### src/hw/rtl/gcb_pkg.sv
// Shared constants, types and tables for the great-circle bearing unit.
package gcb_pkg;

	localparam int ITERS = 16;
	// Rotation lanes: sine/cosine word, angle word and sideband tag widths.
	localparam int RXW = 19;
	localparam int RZW = 25;
	localparam int RTW = 3;
	// Vectoring lanes: coordinate and angle widths.
	localparam int VXW = 58;
	localparam int VZW = 27;

	localparam int GAIN_Q16 = 39797;
	localparam int ONE_Q16 = 65536;
	localparam int DEG180_Q16 = 11796480;
	localparam int DEG360_Q16 = 23592960;
	localparam int HALF_Q16 = 32768;
	localparam int DEG_FULL = 360;

	// n / 25 is computed as (n * RECIP_25) >> RECIP_SHIFT, exact for n below 2^30.
	localparam logic [28:0] RECIP_25 = 29'd343597384;
	localparam int RECIP_SHIFT = 33;

	typedef enum logic [1:0] {
		SP_NONE,
		SP_ZERO,
		SP_POS90,
		SP_NEG90
	} special_t;

	// Arctangent of 2^-i in degrees, Q16.
	function automatic logic [22:0] atan_q16(input int i);
		logic [22:0] r;
		unique case (i)
			0: r = 23'd2949120;
			1: r = 23'd1740967;
			2: r = 23'd919879;
			3: r = 23'd466945;
			4: r = 23'd234379;
			5: r = 23'd117304;
			6: r = 23'd58666;
			7: r = 23'd29335;
			8: r = 23'd14668;
			9: r = 23'd7334;
			10: r = 23'd3667;
			11: r = 23'd1833;
			12: r = 23'd917;
			13: r = 23'd458;
			14: r = 23'd229;
			15: r = 23'd115;
			default: r = 23'd0;
		endcase
		return r;
	endfunction

endpackage

### src/hw/rtl/gcb_vec_cell.sv
// One CORDIC vectoring step, registered, for the arctangent lane.
module gcb_vec_cell import gcb_pkg::*; #(
	parameter int SHIFT = 0,
	parameter int XW = VXW,
	parameter int ZW = VZW
) (
	input  logic                 clk,
	input  logic                 arst_n,
	input  logic                 en,
	input  logic                 in_valid,
	input  logic signed [XW-1:0] in_x,
	input  logic signed [XW-1:0] in_y,
	input  logic signed [ZW-1:0] in_z,
	input  logic                 in_zero,
	output logic                 out_valid,
	output logic signed [XW-1:0] out_x,
	output logic signed [XW-1:0] out_y,
	output logic signed [ZW-1:0] out_z,
	output logic                 out_zero
);

	localparam logic signed [ZW-1:0] ANG = $signed({{(ZW-23){1'b0}}, atan_q16(SHIFT)});

	logic signed [XW-1:0] dx, dy;

	assign dx = in_y >>> SHIFT;
	assign dy = in_x >>> SHIFT;

	always_ff @(posedge clk or negedge arst_n) begin
		if (!arst_n) begin
			out_valid <= 1'b0;
		end else if (en) begin
			out_valid <= in_valid;
		end
	end

	always_ff @(posedge clk) begin
		if (en) begin
			out_zero <= in_zero;
			if (in_y > 0) begin
				out_x <= in_x + dx;
				out_y <= in_y - dy;
				out_z <= in_z + ANG;
			end else begin
				out_x <= in_x - dx;
				out_y <= in_y + dy;
				out_z <= in_z - ANG;
			end
		end
	end

endmodule

### config.mk
export PLATFORM = sky130hd
export DESIGN_NAME = gcb_vec_cell
export DESIGN_NICKNAME = d
export VERILOG_FILES = /design/src/hw/rtl/gcb_pkg.sv /design/src/hw/rtl/gcb_vec_cell.sv
export SDC_FILE = /design/constraint.sdc
export NUM_CORES = 1
export LEC_CHECK = 0
export ABC_AREA = 0
export CAP_MARGIN = 20
export CORE_AREA = 5 5 235 237
export CTS_BUF_LIST = sky130_fd_sc_hd__clkbuf_4 sky130_fd_sc_hd__clkbuf_8 sky130_fd_sc_hd__clkbuf_16
export CTS_CLUSTER_DIAMETER = 80
export DETAILED_ROUTE_END_ITERATION = 6
export DIE_AREA = 0 0 240 242
export DONT_BUFFER_PORTS = 1
export GPL_TIMING_DRIVEN = 0
export PLACE_DENSITY = 0.44
export SKIP_CTS_REPAIR_TIMING = 1
export SLEW_MARGIN = 40
export SYNTH_ARGS = -nofsm -noshare
export SYNTH_HDL_FRONTEND = slang
export SYNTH_SLANG_ARGS = --single-unit
### constraint.sdc
create_clock -name clk -period 0.8 [get_ports clk]
set_input_delay 0.16 -clock clk [delete_from_list [all_inputs] [get_ports clk]]
set_output_delay 0.16 -clock clk [all_outputs]
set_load 0.01 [all_outputs]
==> run metrics <==
status=finished with violations; violations in the final reports=negative hold slack, negative setup slack; Flop pwr share=32.4%; Max FO, Critical Path=4; worst vdd ir=1.83 mV; # port buffers=0; placed cell area=0.0177 mm^2; Cell Rows=85; Psw=14.1 mW; clock share of power=25.4%; number of H-tree levels=4; slew at the pin closest to its max-slew limit=938 ps; final clock skew=0 ps; Cell Chain, Critical Path=ha_4 > inv_2 > fa_2 > nor2_4 > o311a_4 > o21ai_4 > or4_4 > a21oi_4 > o41ai_4 > buf_6 > o31ai_4 > a31o_1 > o21ai_2 > xor2_1; RR Startpoint=out_valid$_DFFE_PN0P_; Crit Path Class=in -> reg; ys flop type=edfxtp_1; master of the slowest instance on the critical path=or4_4; Worst Hold End=out_y[10]$_DFFE_PP_; DR top layer=met4; vias in the first global route=15200; Synth cell types=85; final instance area=0.0216 mm^2; switching share of power=41.0%; slew margin rel.=36.9%; Final ANT Viol Nets=0; CTS tree=yes; Area Overhead vs Synth=38.1%; setup ws final=-2150 ps; GRT Util Overall=24.4%; combinational power share=42.1%; layout cell share with drive strength beyond 1=29.7%; final std cells w/o fill=2782; ratio of final minimum period to clock period=368%; # DRC=0; IO Pins=293; Post-synth EDFFs=143; CP peak stage delay=590 ps; DIE AREA=0.0581 mm^2; vias per std cell=5.67; clock latency on the worst-skew pair=500 ps; post-synthesis cell area=0.0156 mm^2; via count=15800; Die Y-Extent=242 um; max cap viols=0; Hold Path Class=in -> reg; DPL Wire Length=58900 um; core area=0.0531 mm^2; Setup crit end kind=flop; diodes inserted=0; largest net degree at the start of global routing=145; GR Overflow Total=0; Die Wd=240 um; leading area contributor after synthesis=edfxtp_1; post-synthesis area per instance=8.18 um^2; R2R Setup Slk=0 ps; DR WL/cell=27.4 um; most frequent cells in the layout=182 x a21oi_1, 150 x inv_1, 145 x nor2_1; first drt pass iteration count=5; endpoints failing hold=147; Hold WS=-249 ps; met2 wire length=36600 um; global-route wire length before repair=105000 um; Internal Power=20.3 mW; reg2reg end=out_valid$_DFFE_PN0P_; cts bufs inserted=17; Worst EP arrival=3190 ps; crit-path leading delay family=compound AO/OA/AOI/OAI gates; Nets=2405; commonest non-fill, non-tap cell in the layout=a21oi_1; fin. max-slew vios=0; Initial Util=29.4%; root buf cell=clkbuf_16; Placer Congestion=0.933; Yosys warning count=0; leakage power=8.26 nW; top cells by area, synth=edfxtp_1 28%, ha_1 14%, a21oi_1 8.3%; CTS sink count=144; setup violators final=269; initial antenna violation count=0; Yosys top cell area share=27.5%; WP buf/inv=2; placed cells=2605; power per cell area=1600 mW/mm^2; drt total wl=76200 um; Clock Path Buffers=2; sequential area share after synthesis=27.7%; Max Clk Rate=0.339 GHz; metal3 WL=5260 um; crit start category=input port; Post-Route M1 WL=32000 um; synthesized instance count=1909; Clock transition at path regs=100 ps; post-synthesis net count=2241; required time of the critical path=1040 ps; Synth Register Bits=144; Hold Crit Start=en; drt first-iter violations=1490; Post-synth ARST share=0.694%; unrepaired setup endpoints after global routing=true; worst hold path stage count=0; min Tclk post-route=2950 ps; reg2reg path depth=1
[final cells by class]
type,instances,area (um^2)
inverter,187,771
multi-input combinational,1495,12800
sequential,144,4320
tap,696,871
fill,5327,31500
timing repair buffer,150,1410
buffer,78,790
clock inverter,15,191
clock buffer,17,425
[cells in the mapped netlist (5+ instances only)]
library cell	n
a21oi_1	258
and4_1	5
xnor2_1	111
o21ai_0	109
a311oi_1	6
o21a_1	12
mux2i_1	25
or2_2	9
a31oi_1	10
a2111oi_0	6
inv_2	12
nor2_1	167
nand3_1	30
a211oi_1	20
o21ai_1	31
ha_1	180
nor4_1	28
nor3_1	37
nand2_1	111
o31a_1	6
xor2_1	11
a211o_1	7
buf_2	21
nand4_1	33
clkbuf_1	46
inv_1	171
o21bai_1	57
o31ai_1	26
o211ai_1	13
edfxtp_1	143
o21ba_2	5
a21o_1	36
and2_1	7
buf_1	13
o221ai_1	5
nand2b_1	14
o2111ai_1	5
or3_1	13
nor2b_1	18
[through the flow]
stage	hold slack (ps)	TNS (ps)	worst slack (ps)	total power [mW]	utilization (%)
finish	-249	-235300	-2150	34.4	40.6
floorplan	-136	-180220	-2030	19.0	-
global route	-282	-242080	-2150	36.0	40.6
CTS	-696	-263980	-2520	31.7	34.5
detailed placement	-136	-282410	-3070	22.7	33.3
global placement	-136	-310290	-3330	22.8	33.3
[worst max-delay path by stage]
stage               startpoint                   to  slack [ps]  cells past startpoint
floorplan              in_x[0]  out_x[46]$_DFFE_PP_       -2030                     13
global placement      in_y[41]  out_z[25]$_DFFE_PP_       -3330                     18
detailed placement    in_y[31]  out_z[25]$_DFFE_PP_       -3070                     17
CTS                   in_y[31]  out_z[25]$_DFFE_PP_       -2520                     17
global route          in_y[50]  out_z[25]$_DFFE_PP_       -2150                     16
finish                 in_x[0]  out_x[46]$_DFFE_PP_       -2150                     14
[cells by family after synthesis]
logic type,after synthesis,share of synthesized area [%]
AOI/OAI and AO/OA,673,27.3
xor gates and xnor gates,122,6.84
adders and majority gates,184,14.9
buffers and inverters,270,6.73
DFF,144,27.7
muxes,26,1.67
and+or+nand+nor,490,14.9
[power by group through the flow]
stage / clock network (mW) / logic (mW) / registers [mW]
floorplan: 0 / 7.93 / 11.1
global placement: 0 / 11.4 / 11.4
detailed placement: 0 / 11.4 / 11.4
CTS: 9.05 / 11.5 / 11.2
global route: 9.34 / 15.4 / 11.3
finish: 8.75 / 14.5 / 11.2
[routing by layer]
layer | global-route usage (%) | vias to the layer above
li1 | - | 7251
met2 | 39.7 | 645
met5 | 0 | -
met4 | 8.53 | 0
met1 | 31.3 | 7782
met3 | 6.53 | 103
[sequential cells by signal, summed over array words and instances, names as in the netlist]
register and cells:
out_x 58, out_y 57, out_zero 1, out_z 27, out_valid 1
Note: power is estimated with default switching activity, not from simulation.
