[config.mk]
export PLATFORM = sky130hd
export DESIGN_NAME = gcb_rot_cell
export DESIGN_NICKNAME = d
export VERILOG_FILES = /design/src/hw/rtl/gcb_pkg.sv /design/src/hw/rtl/gcb_rot_cell.sv
export SDC_FILE = /design/constraint.sdc
export NUM_CORES = 1
export LEC_CHECK = 0
export BUFFER_PORTS_ARGS = -buffer_cell sky130_fd_sc_hd__clkbuf_2
export CAP_MARGIN = 30
export CORE_MARGIN = 2
export CORE_UTILIZATION = 49
export CTS_CLUSTER_SIZE = 14
export DETAILED_ROUTE_END_ITERATION = 16
export PLACE_DENSITY = 0.85
export SKIP_LAST_GASP = 1
export SLEW_MARGIN = 20
export SYNTH_ARGS = -nofsm -noshare
export SYNTH_HDL_FRONTEND = slang
export SYNTH_SLANG_ARGS = --single-unit
[constraint.sdc]
create_clock -name clk -period 0.8 [get_ports clk]
set_clock_uncertainty 0.1 [all_clocks]
set_input_delay 0.16 -clock clk [delete_from_list [all_inputs] [get_ports clk]]
set_output_delay 0.16 -clock clk [all_outputs]
set_load 0.1 [all_outputs]
[src/hw/rtl/gcb_pkg.sv]
// Shared constants, types and tables for the great-circle bearing unit.
package gcb_pkg;

	localparam int ITERS = 16;
	// Rotation lanes: sine/cosine word, angle word and sideband tag widths.
	localparam int RXW = 19;
	localparam int RZW = 25;
	localparam int RTW = 3;
	// Vectoring lanes: coordinate and angle widths.
	localparam int VXW = 58;
	localparam int VZW = 27;

	localparam int GAIN_Q16 = 39797;
	localparam int ONE_Q16 = 65536;
	localparam int DEG180_Q16 = 11796480;
	localparam int DEG360_Q16 = 23592960;
	localparam int HALF_Q16 = 32768;
	localparam int DEG_FULL = 360;

	// n / 25 is computed as (n * RECIP_25) >> RECIP_SHIFT, exact for n below 2^30.
	localparam logic [28:0] RECIP_25 = 29'd343597384;
	localparam int RECIP_SHIFT = 33;

	typedef enum logic [1:0] {
		SP_NONE,
		SP_ZERO,
		SP_POS90,
		SP_NEG90
	} special_t;

	// Arctangent of 2^-i in degrees, Q16.
	function automatic logic [22:0] atan_q16(input int i);
		logic [22:0] r;
		unique case (i)
			0: r = 23'd2949120;
			1: r = 23'd1740967;
			2: r = 23'd919879;
			3: r = 23'd466945;
			4: r = 23'd234379;
			5: r = 23'd117304;
			6: r = 23'd58666;
			7: r = 23'd29335;
			8: r = 23'd14668;
			9: r = 23'd7334;
			10: r = 23'd3667;
			11: r = 23'd1833;
			12: r = 23'd917;
			13: r = 23'd458;
			14: r = 23'd229;
			15: r = 23'd115;
			default: r = 23'd0;
		endcase
		return r;
	endfunction

endpackage

[src/hw/rtl/gcb_rot_cell.sv]
// One CORDIC rotation step, registered, for the sine/cosine lanes.
module gcb_rot_cell import gcb_pkg::*; #(
	parameter int SHIFT = 0,
	parameter int XW = RXW,
	parameter int ZW = RZW,
	parameter int TW = RTW
) (
	input  logic                 clk,
	input  logic                 arst_n,
	input  logic                 en,
	input  logic                 in_valid,
	input  logic signed [XW-1:0] in_x,
	input  logic signed [XW-1:0] in_y,
	input  logic signed [ZW-1:0] in_z,
	input  logic        [TW-1:0] in_tag,
	output logic                 out_valid,
	output logic signed [XW-1:0] out_x,
	output logic signed [XW-1:0] out_y,
	output logic signed [ZW-1:0] out_z,
	output logic        [TW-1:0] out_tag
);

	localparam logic signed [ZW-1:0] ANG = $signed({{(ZW-23){1'b0}}, atan_q16(SHIFT)});

	logic signed [XW-1:0] dx, dy;

	assign dx = in_y >>> SHIFT;
	assign dy = in_x >>> SHIFT;

	always_ff @(posedge clk or negedge arst_n) begin
		if (!arst_n) begin
			out_valid <= 1'b0;
		end else if (en) begin
			out_valid <= in_valid;
		end
	end

	always_ff @(posedge clk) begin
		if (en) begin
			out_tag <= in_tag;
			if (!in_z[ZW-1]) begin
				out_x <= in_x - dx;
				out_y <= in_y + dy;
				out_z <= in_z - ANG;
			end else begin
				out_x <= in_x + dx;
				out_y <= in_y - dy;
				out_z <= in_z + ANG;
			end
		end
	end

endmodule

==> flow_metrics.py, run 1 <==
metrics = {
    "synthesis": {
        "synth_largest_area_cell": "edfxtp_1",
        "synth_nets": 689,
        "syn-cell-area_um2": 5350,
        "synth-seq-cells": 66,
        "synth_cell_types": 67,
        "yosys_warnings": 0,
        "synth_edf_count": 65,
        "synthTopCellsByCount": "65 x edfxtp_1, 61 x ha_1, 57 x a21oi_1",
        "synthTopCellsByArea": "edfxtp_1 36%, ha_1 14%, xnor2_1 5.4%",
        "syn_inst": 554,
        "async_flop_share_pct": 1.52,
        "yosysMostFrequentCell": "edfxtp_1",
        "yosysSeqAreaShare_pct": 37.0,
        "avgSynthCellArea_um2": 9.65,
        "synth_ff_type": "edfxtp_1",
        "synth_top_area_share_pct": 36.5,
    },
    "clock_network": {
        "htree_levels": 3,
        "cts_root_buffer": "clkbuf_8",
        "cts_buffers": 9,
        "clock_path_buffers": 2,
        "cts_num_sinks": 66,
    },
    "run_status": {
        "lastStage": "5_1_grt",
        "status": "aborted with a tool error",
        "error": "[ERROR GRT-0232] Routing congestion too high. Check the congestion heatmap in the GUI.",
    },
    "global_routing": {
        "grt_max_degree": 34,
        "track_usage_pct": 93.7,
        "grt-ovfl-total": 573,
    },
    "floorplanning": {
        "placementRows": 38,
        "die_w_um": 108,
        "io_pins": 137,
        "start_util_pct": 49.8,
        "die_h_um": 108,
    },
    "place": {
        "placed_cells": 961,
        "gp_congestion": 1.08,
        "io_buffers": 136,
        "post-dp-hpwl_um": 18300,
        "dp_slack_ps": -1840,
    },
}
[per-layer routing]
metal | global-route usage (%) | GRT overflow
met4 | 104 | 149
met5 | 47.8 | 2
met1 | 86.0 | 13
met3 | 78.0 | 20
met2 | 114 | 389
[metrics by stage]
step                      util [%]  instance area (um^2)
after detailed placement      80.4                  8640
after CTS                     93.0                  9990
after global placement        80.4                  8640
after floorplan                  -                  5770
[repair_timing]
action | 4_1_cts
pin swaps | 76
setup buffers | 33
gates resized for setup | 151
endpoints found under the setup margin | 112
hold endpoints to repair | 21
hold buffers | 19
[logic make-up after synthesis]
family	count (synthesis)	share of synthesized area, %
flip-flops	66	37.0
multiplexers	8	1.52
AO/OA/AOI/OAI	167	20.6
buffers and inverters	79	6.46
AND/OR/NAND/NOR	128	12.0
adder cells (fa/ha/maj)	65	15.8
XOR/XNOR	41	6.72
==> run 2: changes to the inputs <==
CORE_UTILIZATION = 35   (was 49)
CTS_CLUSTER_SIZE = not set   (was 14)
PLACE_DENSITY = not set   (was 0.85)
PLACE_DENSITY_LB_ADDON = 0.15   (was not set)
clock period = 1 ns   (was 0.8 ns; I/O delays follow)
==> run 2 against run 1 <==
The flow now finishes, with violations (setup timing). Synthesized area stayed put. Synthesized cell count unchanged.
==> flow_metrics.py, run 2 <==
metrics = {
    "synthesis": {
        "synthMuxAreaShare_pct": 1.52,
        "syn_inst": 554,
        "synth_compound_area_share_pct": 20.6,
        "async_flop_share_pct": 1.52,
        "synthTopCellsByCount": "65 x edfxtp_1, 61 x ha_1, 57 x a21oi_1",
        "avgSynthCellArea_um2": 9.65,
        "synth_ff_type": "edfxtp_1",
        "synth_top_area_share_pct": 36.5,
        "synth_top_family_by_area": "compound AO/OA/AOI/OAI gates",
        "synth_largest_area_cell": "edfxtp_1",
        "yosys_warnings": 0,
        "synth_edf_count": 65,
        "syn-cell-area_um2": 5350,
        "yosysSeqAreaShare_pct": 37.0,
        "yosysMostFrequentCell": "edfxtp_1",
        "synthTopCellsByArea": "edfxtp_1 36%, ha_1 14%, xnor2_1 5.4%",
        "synthAdderAreaFrac_pct": 15.8,
        "synthXorXnorAreaFrac_pct": 6.72,
        "synth-seq-cells": 66,
        "synth_nets": 689,
        "yosys.area_share.simple_pct": 12.0,
        "synth_cell_types": 67,
    },
    "critical_path": {
        "slowest_delay_ps": 350,
        "cp-end-kind": "register",
        "crit_chain": "clkbuf_16 > buf_4 > ha_4 > buf_4 > nor3b_4 > buf_4 > nor3_4 > o31ai_4 > a221o_1 > nor2_1 > a21oi_1 > xnor2_1",
        "cp.arrival_ps": 2150,
        "path_max_fanout": 3,
        "cp_slowest_cell": "a221o_1",
        "timing.critical_path.mode_cell": "buf_4",
        "crit_family": "buffers and inverters",
        "crit_buf_inv": 4,
        "cp-start-kind": "primary input",
        "required_ps": 1010,
        "critPathKind": "in2reg",
    },
    "finish": {
        "layout_common_cells": "181 x buf_4, 69 x buf_12, 65 x edfxtp_1",
        "largest_reg_flops": 25,
        "fillers": 1160,
        "regMostFlops": "out_z",
        "design_area_um2": 10200,
        "multi_input_area_um2": 3870,
        "n_antenna_cell": 0,
        "finalNetCount": 1031,
        "regArea_um2": 1980,
        "reg.largest.list": "out_z: 25 flops, out_y: 19 flops, out_x: 18 flops",
        "drive_gt1_share_pct": 55.0,
        "layout_commonest_cell": "buf_4",
        "syn_to_final_growth_pct": 90.0,
    },
    "timing": {
        "fmax_ghz": 0.466,
        "period_share_pct": 215,
        "hold_viol": 0,
        "setup_violations": 110,
        "setup_slack_ps": -1150,
        "tightest_slew_ps": 493,
        "finalCriticalPeriod_ps": 2150,
        "grt_setup_unrepaired": "true",
        "relSlewSlack_pct": 67.1,
        "drv_slew": 0,
    },
    "detailed_routing": {
        "via_per_inst": 5.15,
        "wirelength_um": 18600,
        "first_iter_violations": 279,
        "ant_nets": 0,
        "vias": 5605,
        "drt_drc_violations_left": 0,
        "dr.pass1.iters": 5,
        "wl_per_cell_um": 17.1,
    },
    "clock_network": {
        "cts_num_sinks": 66,
        "htree_levels": 3,
        "worst_skew_pair.late_latency_ps": 330,
        "clock_path_buffers": 2,
        "cts_buffers": 9,
        "cts_tree": "built",
        "cts_root_buffer": "clkbuf_16",
        "clk_pin_slew_ps": 60,
    },
    "place": {
        "gp_congestion": 0.961,
        "placed_cell_area_um2": 8790,
        "io_buffers": 136,
        "post-dp-hpwl_um": 14300,
        "dp_slack_ps": -1630,
    },
    "job": {
        "maxCapViolations": 0,
    },
    "power_and_ir_drop": {
        "fin_total_pwr_mw": 15.3,
        "p_leak_nw": 4.45,
        "peakVddDrop_v": 0.000779,
        "powerDensity_nw_per_um2": 1500,
    },
    "global_routing": {
        "grt-ovfl-total": 0,
        "antenna_found_initial": 0,
        "grt_max_degree": 33,
        "grt_pass1_wl_um": 28300,
        "grt_pass1_vias": 5604,
        "track_usage_pct": 21.9,
    },
    "floorplanning": {
        "dieArea_um2": 16300,
        "die_w_um": 128,
        "core-area_um2": 15100,
        "start_util_pct": 35.4,
        "placementRows": 45,
        "die_h_um": 128,
        "io_pins": 137,
    },
    "run_status": {
        "status": "finished with violations",
        "violations": "setup timing",
    },
    "worst_hold_path": {
        "hold_path_class": "in2reg",
    },
}
[run 2: power breakdown]
part	total, mW	switching (mW)	internal [mW]	leakage (nW)
Sequential	3.91	0.333	3.58	0.647
Combinational	8.52	5.03	3.49	3.68
Clock	2.83	1.16	1.67	0.129
[run 2: path summary, 6_finish.rpt]
path                                       startpoint               endpoint  slack (ps)  cells after the start
worst max-delay path                          in_x[0]     out_y[7]$_DFFE_PP_       -1150                     12
worst min-delay path                         in_valid  out_valid$_DFFE_PN0P_          30                      2
worst max register to register  out_valid$_DFFE_PN0P_  out_valid$_DFFE_PN0P_          30                      1
worst min register to register  out_valid$_DFFE_PN0P_  out_valid$_DFFE_PN0P_         510                      1
max in group asynchronous                      arst_n  out_valid$_DFFE_PN0P_         600                      2
min in group asynchronous                      arst_n  out_valid$_DFFE_PN0P_         100                      2
[run 2: area by class of cell]
type | count | area share, %
clock buffer | 11 | 2.29
inverter | 56 | 2.59
multi-input combinational | 409 | 38.1
clock inverter | 5 | 0.308
sequential | 66 | 19.5
timing repair buffer | 354 | 34.9
tap | 188 | 2.31
[run 2: through the flow]
| stage | utilization [%] | hold WS (ps) | setup TNS [ps] | instances |
|---|---|---|---|---|
| 6_report | 67.3 | 27.7 | -51420 | 1089 |
| 5_1_grt | 67.3 | 16.3 | -55240 | 1089 |
| 4_1_cts | 64.8 | 19.4 | -48450 | 1077 |
| 3_5_place_dp | 58.2 | -115 | -52140 | 1023 |
| 3_3_place_gp | 58.2 | -123 | -50130 | 1023 |
| 2_1_floorplan | - | -196 | -47000 | 554 |
[run 2: repair_timing]
item                       4_1_cts  5_1_grt
hold buffers                    20        0
pin swaps                       59       54
hold endpoints to repair        20        0
buffers inserted                19       18
resized for setup               80       62
setup endpoints to repair      110      110
[run 2: cells by family (layout without fill, tap and decap cells)]
| family | after synthesis | count (layout) |
|---|---|---|
| DFF | 66 | 66 |
| AOI/OAI and AO/OA | 167 | 167 |
| xor gates and xnor gates | 41 | 41 |
| adders and majority gates | 65 | 65 |
| muxes | 8 | 8 |
| buffers and inverters | 79 | 426 |
| and+or+nand+nor | 128 | 128 |
[run 2: routing by layer]
layer / GRT usage [%] / share of wire [%] / vias up
met3: 2.81 / 5.5 / 34
met5: 0 / 0 / -
met2: 37.9 / 49 / 237
met1: 28.5 / 43 / 2670
li1: - / - / 2664
met4: 6.92 / 2.2 / 0
Note: power is estimated with default switching activity, not from simulation.
